[config.mk]
export PLATFORM = sky130hd
export DESIGN_NAME = ffa_cell
export DESIGN_NICKNAME = d
export VERILOG_FILES = /design/src/design/ffa_pkg.sv /design/src/design/ffa_cell.sv
export SDC_FILE = /design/constraint.sdc
export NUM_CORES = 1
export LEC_CHECK = 0
export BUFFER_PORTS_ARGS = -buffer_cell sky130_fd_sc_hd__buf_2
export CAP_MARGIN = 0
export CORE_AREA = 5 5 172 174
export DETAILED_ROUTE_END_ITERATION = 8
export DIE_AREA = 0 0 177 179
export PLACE_DENSITY = 0.56
export REMOVE_ABC_BUFFERS = 1
export SYNTH_ARGS = -nofsm -noshare
export SYNTH_HDL_FRONTEND = slang
export SYNTH_SLANG_ARGS = --single-unit
[constraint.sdc]
create_clock -name clk -period 9.9 [get_ports clk]
set_input_delay 0.99 -clock clk [delete_from_list [all_inputs] [get_ports clk]]
set_output_delay 0.99 -clock clk [all_outputs]
set_load 0.02 [all_outputs]
[src/design/ffa_pkg.sv]
// ----------------------------------------------------------------------------
// ffa_pkg: shared types and constants for the first-fit aligned allocator
// Holds the chunk record, the command broadcast to the cell chain, the
// controller states and the operation and status codes.
// ----------------------------------------------------------------------------
`default_nettype none

package ffa_pkg;

  // Table depth and address width.
  localparam int MAX_CHUNKS = 256;
  localparam int ADDR_W     = 32;
  localparam int IDX_W      = $clog2(MAX_CHUNKS);
  localparam int CNT_W      = IDX_W + 1;

  // Pool size after reset.
  localparam logic [ADDR_W-1:0] POOL_RESET = ADDR_W'(65536);

  // Operation codes.
  localparam logic OP_ALLOC = 1'b0;
  localparam logic OP_FREE  = 1'b1;

  // Status codes.
  localparam logic [1:0] STAT_OK        = 2'd0;
  localparam logic [1:0] STAT_NO_FIT    = 2'd1;
  localparam logic [1:0] STAT_NOT_ALLOC = 2'd2;
  localparam logic [1:0] STAT_FULL      = 2'd3;

  // One table entry.
  typedef struct packed {
    logic [ADDR_W-1:0] start;
    logic [ADDR_W-1:0] length;
    logic              is_free;
  } chunk_t;

  localparam chunk_t CHUNK_EMPTY = '0;

  // What every cell does in a cycle.
  typedef enum logic [2:0] {
    CM_HOLD,
    CM_ROT,
    CM_INS,
    CM_REM,
    CM_INIT
  } cell_mode_t;

  typedef struct packed {
    cell_mode_t        mode;
    logic              rem_from_one;
    logic [CNT_W-1:0]  lim;
    logic              wr_prev;
    logic              wr_cur;
    logic              wr_next;
    chunk_t            prev_val;
    chunk_t            cur_val;
    chunk_t            next_val;
    logic [ADDR_W-1:0] pool;
  } cell_cmd_t;

  // Controller states.
  typedef enum logic [2:0] {
    ST_IDLE,
    ST_SCAN,
    ST_EDIT,
    ST_MERGE,
    ST_DONE
  } ffa_state_t;

endpackage

`default_nettype wire

[src/design/ffa_cell.sv]
// ----------------------------------------------------------------------------
// ffa_cell: one slot of the chunk ring
// Holds one table entry and loads from a neighbor when the ring rotates or
// when an entry is inserted or removed, or takes a value written by the
// controller at the three slots around the head; a pool write reinitializes it.
// ----------------------------------------------------------------------------
`default_nettype none

module ffa_cell
  import ffa_pkg::*;
(
  input  wire logic             clk,
  input  wire logic             rst,
  input  wire logic [IDX_W-1:0] cell_index,
  input  wire cell_cmd_t        cmd,
  input  wire chunk_t           left_entry,
  input  wire chunk_t           right_entry,
  output chunk_t                entry
);

  chunk_t           entry_next;
  logic [CNT_W-1:0] idx_ext;
  logic [CNT_W-1:0] rem_low;
  chunk_t           first_entry;
  chunk_t           home_entry;

  assign idx_ext = {1'b0, cell_index};
  assign rem_low = {{(CNT_W-1){1'b0}}, cmd.rem_from_one};

  // Shift or load, then the controller writes win.
  always_comb begin
    first_entry = CHUNK_EMPTY;
    first_entry.length = cmd.pool;
    first_entry.is_free = 1'b1;
    home_entry = CHUNK_EMPTY;
    home_entry.length = POOL_RESET;
    home_entry.is_free = 1'b1;
    entry_next = entry;
    unique case (cmd.mode)
      CM_HOLD: begin
        entry_next = entry;
      end
      CM_ROT: begin
        entry_next = right_entry;
      end
      CM_INS: begin
        if (idx_ext >= CNT_W'(2) && idx_ext <= cmd.lim) begin
          entry_next = left_entry;
        end
      end
      CM_REM: begin
        if (idx_ext == cmd.lim) begin
          entry_next = CHUNK_EMPTY;
        end else if (idx_ext >= rem_low && idx_ext < cmd.lim) begin
          entry_next = right_entry;
        end
      end
      CM_INIT: begin
        entry_next = (cell_index == '0) ? first_entry : CHUNK_EMPTY;
      end
      default: begin
        entry_next = entry;
      end
    endcase
    if (cmd.wr_prev && cell_index == IDX_W'(MAX_CHUNKS - 1)) begin
      entry_next = cmd.prev_val;
    end
    if (cmd.wr_cur && cell_index == '0) begin
      entry_next = cmd.cur_val;
    end
    if (cmd.wr_next && cell_index == IDX_W'(1)) begin
      entry_next = cmd.next_val;
    end
  end

  // Slot register; reset leaves one free chunk over the default pool.
  always_ff @(posedge clk) begin
    if (rst) begin
      entry <= (cell_index == '0) ? home_entry : CHUNK_EMPTY;
    end else begin
      entry <= entry_next;
    end
  end

endmodule

`default_nettype wire

==> summary.md <==
| Metric | Value |
|---|---|
| Status | complete, no violations |
| Clk sink count | 65 |
| PostCTS Resize Cnt | 0 |
| DRT iter0 DRCs | between 500 and 600 |
| Final GP Congestion | 0.863 |
| Die Span X | roughly 180 um |
| Yosys Warn Count | 0 |
| Critical setup path kind | in -> reg |
| Crit-path cells | buf_2 > nor4_4 > buf_4 > a41oi_4 > buf_4 > nand4_2 > o2bb2ai_1 > o21bai_1 |
| Top cells by count, synth | nand2_1 (67), edfxtp_1 (65), nand4_1 (65), o21ai_0 (63), clkbuf_1 (40) |
| Vias after detailed routing | 7,030 |
| Gr usage total | 16.6% |
| Synth async-reset ratio | 0% |
| Worst VDD drop | 0.0623 mV |
| Slowest cell on crit path | nand4_2 |
| Post-synth EDFFs | 65 |
| Setup TNS | 0 ps |
| Die area | 31,700 sq um |
| Worst path bufs/invs | 3 |
| Final slew viol count | 0 |
| Core area | 27,600 sq um |
| Largest reg by FF count | entry |
| Critical Path Sink Type | flop |
| I/O pins | 448 |
| Share of cells above drive strength 1 | about half |
| Buffer depth of the longest clock path | 2 |
| Max frequency | 276 MHz |
| Synthesized area | 5480 sq um |
| CP arrival | 3800 ps |
| Netlist cell types | slightly below 50 |
| H-tree levels | 3 |
| #FFs+latches synth | 65 |
| Final WL | roughly 29,000 um |
| Remaining DRCs | 0 |
| Min-Delay Path Class | in -> reg |
| Vias in the first global route | 7,091 |
| Syn-to-layout area delta | 52.1% |
| Site Rows | 61 |
| Leak | 3.74 nW |
| Gr ovfl total | 0 |
| Number of CTS-inserted buffers | 9 |
| Fin worst setup slack | 6270 ps |
| Crit share post-route | 36.7% |
| Routed length per instance | a little over 20 um |
| Max reg flops | 65 |
| RSZ-0062 raised after global routing | no |
| Root buffer cell | clkbuf_16 |
| Largest net degree at the start of global routing | between 70 and 80 |
| Top post-synthesis cells by area | edfxtp_1 (36%), nand4_1 (7.4%), o21ai_0 (5.8%) |
| # hold bufs at CTS | 0 |
| Min Tclk post-route | between 3000 and 4000 ps |
| Power per cell area | around 120 nW/um^2 |
| Fin. Hold Viols | 0 |
| # port buffers | 447 |
| Biggest regs | entry: 65 flops |
| Max-slew headroom | a little over a third |
| Final ANT Viol Nets | 0 |
| Worst Path Required | 10,080 ps |
| Synth Flop Type | edfxtp_1 |
| CP max FO | 65 |
| Top-count cell post-synth | nand2_1 |
| Inst Count DP | 1,389 |
| # setup viols final | 0 |
| Mapped Cells | between 600 and 700 |
| Area leader, netlist | edfxtp_1 |
| Sequential area share after synthesis | 35.6% |
| WHS | 937 ps |
| Synth Area per Inst | ~9 sq um |
| First-pass GRT wire length | 40,900 um |
| Via density per instance | 5.00 |
| Initial core utilization | 19.8% |
| Final Net Count | 1,414 |
| CTS tree | yes |
| Yosys top cell area share | 35.6% |
| Pre-CTS WS | 5940 ps |
| Post-DP HPWL | 21,800 um |
| First drt pass iteration count | 5 |
| Non-filler cells, final | roughly 1,400 |
| Crit path max-delay family | buffers and inverters |
| Max Cap Viol | 0 |
| Worst-path clk slew | 60 ps |
| Die H | 179 um |
| Worst Tran Pin Value | 960 ps |
| Max incr delay on CP | around 850 ps |
| Worst setup SP type | primary input |
| CP most frequent cell | buf_4 |
| Post-CTS Setup Repair Bufs | 0 |
| Antenna violations before repair | 1 |
report_power, final:
group,leakage [nW],switching (mW),internal (mW)
sequential,0.683,0.00934,0.343
combinational,2.92,0.157,0.111
clock,0.146,0.126,0.220
per-layer routing:
layer	share of wire (%)	global-route usage (%)	wire length (um)	up-vias
li1	-	-	-	3281
met1	39	20.0	11200	3328
met2	50	28.3	14300	369
met3	8.4	4.49	2430	52
met4	2.9	6.54	842	0
met5	0	0	0	-
logic make-up (layout without fill, tap and decap cells):
family	after synthesis	after routing	share of synthesized area [%]
and+or+nand+nor	193	193	20.2
buffers and inverters	80	486	6.76
other	0	1	0
DFF	65	65	35.6
adders and majority gates	9	9	2.06
AOI/OAI and AO/OA	274	274	35.3
cell type report:
cell class | count | area [sq um]
clock inverters | 5 | 80.1
flip-flops and latches | 65 | 1950
inverters | 11 | 41.3
clock buffers | 11 | 233
diodes | 1 | 2.50
multi-input cells | 476 | 3220
well taps | 378 | 473
repair buffers | 459 | 2330
fillers | 3055 | 19300
metrics by stage:
step                      cell area [sq um]  util [%]  power, mW
after CTS                              8330      30.1      0.985
after floorplan                        5150         -      0.477
after global routing                   8330      30.1       1.02
after global placement                 8010      29.0      0.627
after detailed placement               8010      29.0      0.628
final                                  8330      30.1      0.967
placed cells by master (no fill, tap or decap), drive strengths merged, types with 2 or more instances in the layout:
cell / count
a211oi: 34
nand2b: 2
ha: 9
bufinv: 2
o22ai: 2
nand2: 67
nor3b: 2
and3: 37
and2: 2
nor3: 2
nand4: 67
a211o: 2
a21oi: 35
clkinvlp: 2
edfxtp: 65
inv: 11
o21bai: 32
clkbuf: 11
o221ai: 32
nor2: 6
nor4: 2
buf: 459
nand3: 2
o2bb2ai: 32
o21ai: 96
final timing paths:
path / slack (ps) / start / cells past startpoint / end
hold / removal: 940 / cmd[64] / 3 / entry[32]
setup / recovery: 6270 / cell_index[5] / 8 / entry[63]
No activity file was read; power rests on OpenSTA's default activity.
