$ cat src/design/ffa_pkg.sv
// ----------------------------------------------------------------------------
// ffa_pkg: shared types and constants for the first-fit aligned allocator
// Holds the chunk record, the command broadcast to the cell chain, the
// controller states and the operation and status codes.
// ----------------------------------------------------------------------------
`default_nettype none

package ffa_pkg;

  // Table depth and address width.
  localparam int MAX_CHUNKS = 256;
  localparam int ADDR_W     = 32;
  localparam int IDX_W      = $clog2(MAX_CHUNKS);
  localparam int CNT_W      = IDX_W + 1;

  // Pool size after reset.
  localparam logic [ADDR_W-1:0] POOL_RESET = ADDR_W'(65536);

  // Operation codes.
  localparam logic OP_ALLOC = 1'b0;
  localparam logic OP_FREE  = 1'b1;

  // Status codes.
  localparam logic [1:0] STAT_OK        = 2'd0;
  localparam logic [1:0] STAT_NO_FIT    = 2'd1;
  localparam logic [1:0] STAT_NOT_ALLOC = 2'd2;
  localparam logic [1:0] STAT_FULL      = 2'd3;

  // One table entry.
  typedef struct packed {
    logic [ADDR_W-1:0] start;
    logic [ADDR_W-1:0] length;
    logic              is_free;
  } chunk_t;

  localparam chunk_t CHUNK_EMPTY = '0;

  // What every cell does in a cycle.
  typedef enum logic [2:0] {
    CM_HOLD,
    CM_ROT,
    CM_INS,
    CM_REM,
    CM_INIT
  } cell_mode_t;

  typedef struct packed {
    cell_mode_t        mode;
    logic              rem_from_one;
    logic [CNT_W-1:0]  lim;
    logic              wr_prev;
    logic              wr_cur;
    logic              wr_next;
    chunk_t            prev_val;
    chunk_t            cur_val;
    chunk_t            next_val;
    logic [ADDR_W-1:0] pool;
  } cell_cmd_t;

  // Controller states.
  typedef enum logic [2:0] {
    ST_IDLE,
    ST_SCAN,
    ST_EDIT,
    ST_MERGE,
    ST_DONE
  } ffa_state_t;

endpackage

`default_nettype wire

$ cat src/design/ffa_ctrl.sv
// ----------------------------------------------------------------------------
// ffa_ctrl: request sequencer for the chunk ring
// Rotates the ring past the head slot, checks each entry for a fit or a
// matching offset, edits the entries around the head, and holds the chunk
// count, the free total and the result register.
// ----------------------------------------------------------------------------
`default_nettype none

module ffa_ctrl
  import ffa_pkg::*;
(
  input  wire logic              clk,
  input  wire logic              rst,
  input  wire logic              in_valid,
  output logic                   in_ready,
  input  wire logic              operation,
  input  wire logic [ADDR_W-1:0] request_bytes,
  input  wire logic [4:0]        align_log2,
  input  wire logic [ADDR_W-1:0] release_offset,
  output logic                   out_valid,
  input  wire logic              out_ready,
  output logic [ADDR_W-1:0]      granted_offset,
  output logic [1:0]             status,
  output logic [ADDR_W-1:0]      bytes_free,
  input  wire logic              cfg_we,
  input  wire logic [ADDR_W-1:0] cfg_wdata,
  input  wire chunk_t            prev_entry,
  input  wire chunk_t            cur_entry,
  input  wire chunk_t            next_entry,
  output cell_cmd_t              cmd
);

  ffa_state_t        state, state_next;
  logic [CNT_W-1:0]  rot, rot_next;
  logic [CNT_W-1:0]  count, count_next;
  logic [ADDR_W-1:0] free_total, free_total_next;
  logic              searching, searching_next;
  logic [ADDR_W-1:0] pad, pad_next;
  logic [ADDR_W-1:0] res_granted, res_granted_next;
  logic [1:0]        res_status, res_status_next;
  logic              req_op;
  logic [ADDR_W-1:0] req_size;
  logic [4:0]        req_lg;
  logic [ADDR_W-1:0] req_offset;

  logic [ADDR_W-1:0] amask, pad_raw, scan_pad, leftover;
  logic [ADDR_W:0]   need;
  logic              fit, match_free, hit;
  logic              has_prev, has_next, need_ins, table_full;
  logic              merge_right, merge_left, go_merge, out_free;
  logic [CNT_W-1:0]  rot_plus;

  // Head slot checks.
  always_comb begin
    amask      = ~({ADDR_W{1'b1}} << req_lg);
    pad_raw    = (~cur_entry.start + ADDR_W'(1)) & amask;
    scan_pad   = (rot == '0) ? '0 : pad_raw;
    need       = {1'b0, scan_pad} + {1'b0, req_size};
    fit        = cur_entry.is_free && ({1'b0, cur_entry.length} >= need);
    match_free = (cur_entry.start == req_offset) && !cur_entry.is_free;
    hit        = searching && (rot < count) && ((req_op == OP_ALLOC) ? fit : match_free);
    rot_plus   = rot + CNT_W'(1);
    has_prev   = (rot != '0);
    has_next   = (rot_plus < count);
    leftover   = cur_entry.length - pad - req_size;
    need_ins   = (leftover != '0) && !(has_next && next_entry.is_free);
    table_full = (count == CNT_W'(MAX_CHUNKS));
    merge_right = has_next && next_entry.is_free;
    merge_left  = has_prev && prev_entry.is_free;
    go_merge    = (req_op == OP_FREE) && merge_left;
    out_free    = !out_valid || out_ready;
  end

  // Next state.
  always_comb begin
    state_next = state;
    unique case (state)
      ST_IDLE: begin
        if (in_valid) state_next = ST_SCAN;
      end
      ST_SCAN: begin
        if (rot == CNT_W'(MAX_CHUNKS)) state_next = ST_DONE;
        else if (hit) state_next = ST_EDIT;
      end
      ST_EDIT: begin
        state_next = go_merge ? ST_MERGE : ST_SCAN;
      end
      ST_MERGE: begin
        state_next = ST_SCAN;
      end
      ST_DONE: begin
        if (out_free) state_next = ST_IDLE;
      end
      default: begin
        state_next = ST_IDLE;
      end
    endcase
  end

  // Cell commands and register updates.
  always_comb begin
    cmd              = '0;
    cmd.mode         = CM_HOLD;
    cmd.pool         = cfg_wdata;
    in_ready         = (state == ST_IDLE);
    rot_next         = rot;
    count_next       = count;
    free_total_next  = free_total;
    searching_next   = searching;
    pad_next         = pad;
    res_granted_next = res_granted;
    res_status_next  = res_status;
    unique case (state)
      ST_IDLE: begin
        if (cfg_we) begin
          cmd.mode        = CM_INIT;
          count_next      = CNT_W'(1);
          free_total_next = cfg_wdata;
        end
        if (in_valid) begin
          rot_next         = '0;
          searching_next   = 1'b1;
          res_granted_next = '0;
          res_status_next  = (operation == OP_FREE) ? STAT_NOT_ALLOC : STAT_NO_FIT;
        end
      end
      ST_SCAN: begin
        if (rot != CNT_W'(MAX_CHUNKS)) begin
          if (hit) begin
            pad_next       = scan_pad;
            searching_next = 1'b0;
          end else begin
            cmd.mode = CM_ROT;
            rot_next = rot_plus;
          end
        end
      end
      ST_EDIT: begin
        if (req_op == OP_ALLOC) begin
          if (need_ins && table_full) begin
            res_status_next = STAT_FULL;
          end else begin
            res_status_next  = STAT_OK;
            res_granted_next = cur_entry.start + pad;
            cmd.wr_cur       = 1'b1;
            cmd.cur_val.start   = cur_entry.start + pad;
            cmd.cur_val.length  = req_size;
            cmd.cur_val.is_free = 1'b0;
            if (has_prev) begin
              cmd.wr_prev  = 1'b1;
              cmd.prev_val = prev_entry;
              cmd.prev_val.length = prev_entry.length + pad;
            end
            free_total_next = free_total - req_size
                              - ((has_prev && !prev_entry.is_free) ? pad : '0);
            if (leftover != '0) begin
              cmd.wr_next = 1'b1;
              if (!need_ins) begin
                cmd.next_val.start   = next_entry.start - leftover;
                cmd.next_val.length  = next_entry.length + leftover;
                cmd.next_val.is_free = 1'b1;
              end else begin
                cmd.mode = CM_INS;
                cmd.lim  = count - rot;
                cmd.next_val.start   = cur_entry.start + pad + req_size;
                cmd.next_val.length  = leftover;
                cmd.next_val.is_free = 1'b1;
                count_next = count + CNT_W'(1);
              end
            end
          end
        end else begin
          res_status_next  = STAT_OK;
          cmd.wr_cur       = 1'b1;
          cmd.cur_val.start   = cur_entry.start;
          cmd.cur_val.length  = cur_entry.length + (merge_right ? next_entry.length : '0);
          cmd.cur_val.is_free = 1'b1;
          free_total_next     = free_total + cur_entry.length;
          if (merge_right) begin
            cmd.mode         = CM_REM;
            cmd.rem_from_one = 1'b1;
            cmd.lim          = count - CNT_W'(1) - rot;
            count_next       = count - CNT_W'(1);
          end
        end
      end
      ST_MERGE: begin
        cmd.wr_prev  = 1'b1;
        cmd.prev_val = prev_entry;
        cmd.prev_val.length = prev_entry.length + cur_entry.length;
        cmd.mode     = CM_REM;
        cmd.lim      = count - CNT_W'(1) - rot;
        count_next   = count - CNT_W'(1);
      end
      ST_DONE: begin
        if (out_free) rot_next = '0;
      end
      default: begin
        cmd.mode = CM_HOLD;
      end
    endcase
  end

  // Control registers.
  always_ff @(posedge clk) begin
    if (rst) begin
      state      <= ST_IDLE;
      rot        <= '0;
      count      <= CNT_W'(1);
      free_total <= POOL_RESET;
      searching  <= 1'b0;
      out_valid  <= 1'b0;
    end else begin
      state      <= state_next;
      rot        <= rot_next;
      count      <= count_next;
      free_total <= free_total_next;
      searching  <= searching_next;
      if (state == ST_DONE && out_free) begin
        out_valid <= 1'b1;
      end else if (out_ready) begin
        out_valid <= 1'b0;
      end
    end
  end

  // Request and result payload registers.
  always_ff @(posedge clk) begin
    pad         <= pad_next;
    res_granted <= res_granted_next;
    res_status  <= res_status_next;
    if (state == ST_IDLE && in_valid) begin
      req_op     <= operation;
      req_size   <= request_bytes;
      req_lg     <= align_log2;
      req_offset <= release_offset;
    end
    if (state == ST_DONE && out_free) begin
      granted_offset <= res_granted;
      status         <= res_status;
      bytes_free     <= free_total;
    end
  end

  // A rotation always ends back at alignment.
  a_done_aligned: assert property (@(posedge clk) disable iff (rst)
    state == ST_DONE |-> rot == CNT_W'(MAX_CHUNKS))
    else $error("ring not aligned at end of request");

  // The table never becomes empty or overfull.
  a_count_range: assert property (@(posedge clk) disable iff (rst)
    count != '0 && count <= CNT_W'(MAX_CHUNKS))
    else $error("chunk count out of range");

  // A pool write leaves one chunk holding the whole pool as free space.
  a_cfg_init: assert property (@(posedge clk) disable iff (rst)
    cfg_we && state == ST_IDLE |=> count == CNT_W'(1) && free_total == $past(cfg_wdata))
    else $error("pool write did not reinitialize table");

  // An edit only follows a found entry within the chunk count.
  a_edit_found: assert property (@(posedge clk) disable iff (rst)
    state == ST_EDIT |-> !searching && rot < count)
    else $error("edit without a found entry");

endmodule

`default_nettype wire

$ cat config.mk
export PLATFORM = sky130hd
export DESIGN_NAME = ffa_ctrl
export DESIGN_NICKNAME = d
export VERILOG_FILES = /design/src/design/ffa_pkg.sv /design/src/design/ffa_ctrl.sv
export SDC_FILE = /design/constraint.sdc
export NUM_CORES = 2
export LEC_CHECK = 0
export BUFFER_PORTS_ARGS = -buffer_cell sky130_fd_sc_hd__buf_2
export CAP_MARGIN = 0
export CORE_MARGIN = 8
export CORE_UTILIZATION = 55
export DETAILED_ROUTE_END_ITERATION = 10
export HOLD_SLACK_MARGIN = 0.03
export PLACE_DENSITY = 0.79
export SLEW_MARGIN = 10
export SYNTH_ARGS = -nofsm -noshare
export SYNTH_HDL_FRONTEND = slang
export SYNTH_SLANG_ARGS = --single-unit
$ cat constraint.sdc
create_clock -name clk -period 11.8 [get_ports clk]
set_input_delay 2.36 -clock clk [delete_from_list [all_inputs] [get_ports clk]]
set_output_delay 2.36 -clock clk [all_outputs]
set_load 0.005 [all_outputs]
==> flow_summary.yaml <==
sta:
  fmax_ghz: 0.0879
  setup_viol: 0
  slew_headroom_pct: 23.2
  final.min_clock_period_ns: 11.38
  skew_ns: 0.0279
  fin_crit_sh_pct: 96.5
  setup-tns-final_ns: 0
  hold_violations: 0
  rsz0062_at_grt: "no"
  slew_violations: 0
  worst_slew_pin_slew_ns: 1.14
routing:
  drtIter0Drc: 4244
  top_layer_used: "met5"
  dr.pass1.iters: 6
  met3_length_um: 18700
  routed_wl_um: 147000
  via_per_inst: 6.49
  wl_met1_um: 56600
  met2WireLength_um: 61800
  ant_nets: 0
  avgRoutedWirePerCell_um: 27.1
  drc: 0
  vias: 35200
clock_network:
  cts_buffers: 30
  ctsHtreeMaxLevel: 1
  clk_latency_ns: 0.63
  cts_hold_buffers: 0
  cts_tree: "done"
  cts-root-buf: "clkbuf_16"
  clockBufferDepth: 3
  post_cts_buffers: 0
  path_clk_slew_ns: 0.07
  cts.sinks: 256
final_layout:
  area_growth_pct: 15.0
  final_nets: 5387
  drive_gt1_share_pct: 17.2
  num-fill-cells: 5372
power_and_ir_drop:
  combPwrFrac_pct: 53.2
  p_int_mw: 2.56
  clkPwrFrac_pct: 23.4
  p_total_mw: 4.48
  seq_power_share_pct: 23.4
  power_density_mw_per_mm2: 116
  switchingPower_mw: 1.92
  swShare_pct: 42.8
  ir_drop_mv: 0.140
  leakage_nw: 17.9
floorplanning:
  std_cell_rows: 90
  core_mm2: 0.0602
  die-width_um: 263
  dieHeight_um: 263
  die_area_mm2: 0.0690
  initial_core_util_pct: 55.6
  ios: 613
setup_path:
  cp.required_ns: 9.44
  critPathTopFamily: "compound AO/OA/AOI/OAI gates"
  crit_slowest_cell: "or3_1"
  startpoint_type: "primary input"
  max_stage_delay_ns: 0.39
  critPathKind: "in2out"
  arrival_ns: 9.02
  crit_path_end_kind: "primary output"
  path_max_fanout: 8
  crit_buf_inv: 3
hold_path:
  min_path_type: "reg2reg"
placement:
  port_buffers: 612
  dp_hpwl_um: 122000
  place_congestion: 1.06
grt:
  grt_max_degree: 76
  grt.overflow.total: 0
  antenna_found_initial: 16
  grt_pass1_vias: 33000
  track_usage_pct: 40.3
  grt_pass1_wl_um: 213000
logic_synthesis:
  synth_cell_types: 92
  synth_area_per_cell_um2: 8.26
  synthTopCellsByArea: "edfxtp_1 (18%), ha_1 (15%), xnor2_1 (6.0%)"
  synth_seq_cells: 256
  ys.flop_type: "edfxtp_1"
  syn-cell-area_mm2: 0.0335
  syn_inst: 4053
  yosys.area.top_type: "edfxtp_1"
  syn_nets: 4835
  synth_edf_count: 201
  synth_top_area_share_pct: 18.0
  ys_warn_count: 0
  yosysSeqAreaShare_pct: 21.3
  async_reset_ff_share_pct: 0
run_status:
  outcome: "complete, no violations"
flow_run:
  drv_cap: 0
[registers in the layout, summed over array words and instances (netlist names), 2 cells and up]
register,cells
status,2
count,9
granted_offset,32
state,3
free_total,32
res_status,2
rot,9
bytes_free,32
pad,31
req_offset,32
req_size,32
req_lg,5
res_granted,32
[worst register-to-register path, delay by kind of cell (launching register included)]
family / cells / cell delay, ns
compound gates: 15 / 3.33
simple gates: 10 / 2.29
flops: 1 / 0.47
fa+ha+maj: 3 / 0.92
xor+xnor: 1 / 0.15
buf+inv: 3 / 0.50
[layer usage]
layer / GRT usage (%) / up-vias
met1: 51.9 / 16400
met5: 0 / -
met2: 60.9 / 2289
met4: 22.8 / 4
li1: - / 16100
met3: 10.5 / 402
[power by group through the flow]
| stage | clock network [mW] | logic, mW | registers [mW] |
|---|---|---|---|
| after global routing | 1.08 | 2.57 | 1.05 |
| after CTS | 1.05 | 2.31 | 1.05 |
| after detailed placement | 0 | 2.29 | 1.07 |
| after global placement | 0 | 2.29 | 1.07 |
| final | 1.05 | 2.38 | 1.05 |
| after floorplan | 0 | 1.64 | 1.05 |
[Yosys cell counts, types with 62 or more instances]
library cell,count
clkbuf_1,89
o21ai_0,184
nand2b_1,62
nand2_1,271
xnor2_1,231
fa_1,73
ha_1,407
a211oi_1,66
a21o_1,168
edfxtp_1,201
nor2_1,366
a21oi_1,380
nand3_1,81
and2_1,115
xor2_1,126
nor3_1,105
inv_1,212
[final timing paths]
path                  startpoint  slack [ns]                 to  cells past startpoint
hold / removal    res_granted[0]        0.41  granted_offset[0]                      0
setup reg to reg          rot[1]        4.01             rot[5]                     32
hold reg to reg   res_granted[0]        0.41  granted_offset[0]                      0
setup / recovery   cur_entry[34]        0.42           cmd[240]                     32
[cells by family after synthesis]
logic type | count (synthesis) | synth area share (%)
DFF | 256 | 21.3
AOI/OAI and AO/OA | 1249 | 24.5
and+or+nand+nor | 1281 | 18.8
muxes | 59 | 1.79
adders and majority gates | 480 | 19.6
buffers and inverters | 370 | 4.68
xor gates and xnor gates | 358 | 9.40
[cell type report]
cell class | count | area [um2] | area share (%)
antenna | 11 | 27.5 | 0.0715
clock buffer | 38 | 801 | 2.08
clock inverter | 18 | 294 | 0.763
inverter | 215 | 807 | 2.10
multi-input combinational | 3427 | 24900 | 64.7
sequential | 256 | 7140 | 18.5
tap | 782 | 978 | 2.54
timing repair buffer | 675 | 3560 | 9.25
[placed cells by master (no fill, tap or decap), types with 32 or more instances in the layout]
| cell | instances |
|---|---|
| o21ai_0 | 183 |
| a21oi_1 | 378 |
| xor2_1 | 126 |
| mux2i_1 | 52 |
| nand2_1 | 270 |
| nor2b_1 | 45 |
| nand3_1 | 81 |
| edfxtp_1 | 201 |
| fa_1 | 73 |
| or3_1 | 40 |
| a21o_1 | 168 |
| nor3_1 | 104 |
| xnor2_1 | 231 |
| and2_1 | 115 |
| buf_4 | 61 |
| nor2_1 | 362 |
| and3_1 | 46 |
| nand4_1 | 45 |
| nand2b_1 | 61 |
| a211o_1 | 32 |
| a211oi_1 | 65 |
| dfxtp_1 | 55 |
| o21a_1 | 50 |
| a31oi_1 | 42 |
| ha_1 | 407 |
| o21bai_1 | 44 |
| buf_2 | 612 |
| inv_1 | 211 |
[what timing repair did]
| action | in CTS | in global routing |
|---|---|---|
| hold endpoints to repair | 0 | 0 |
| setup endpoints to repair | 0 | 2 |
| resized for setup | 0 | 12 |
[per-stage QoR]
step	utilization [%]	instances	hold WS, ns	cell area (um2)	setup slack (ns)
floorplan	-	4053	0.400	33500	1.13
global placement	62.0	5355	0.401	37300	0.419
detailed placement	62.0	5355	0.405	37300	0.189
CTS	63.8	5411	0.416	38400	0.140
global route	63.9	5417	0.413	38500	0.0266
finish	63.9	5422	0.409	38500	0.418
(Power assumes the default switching activity.)
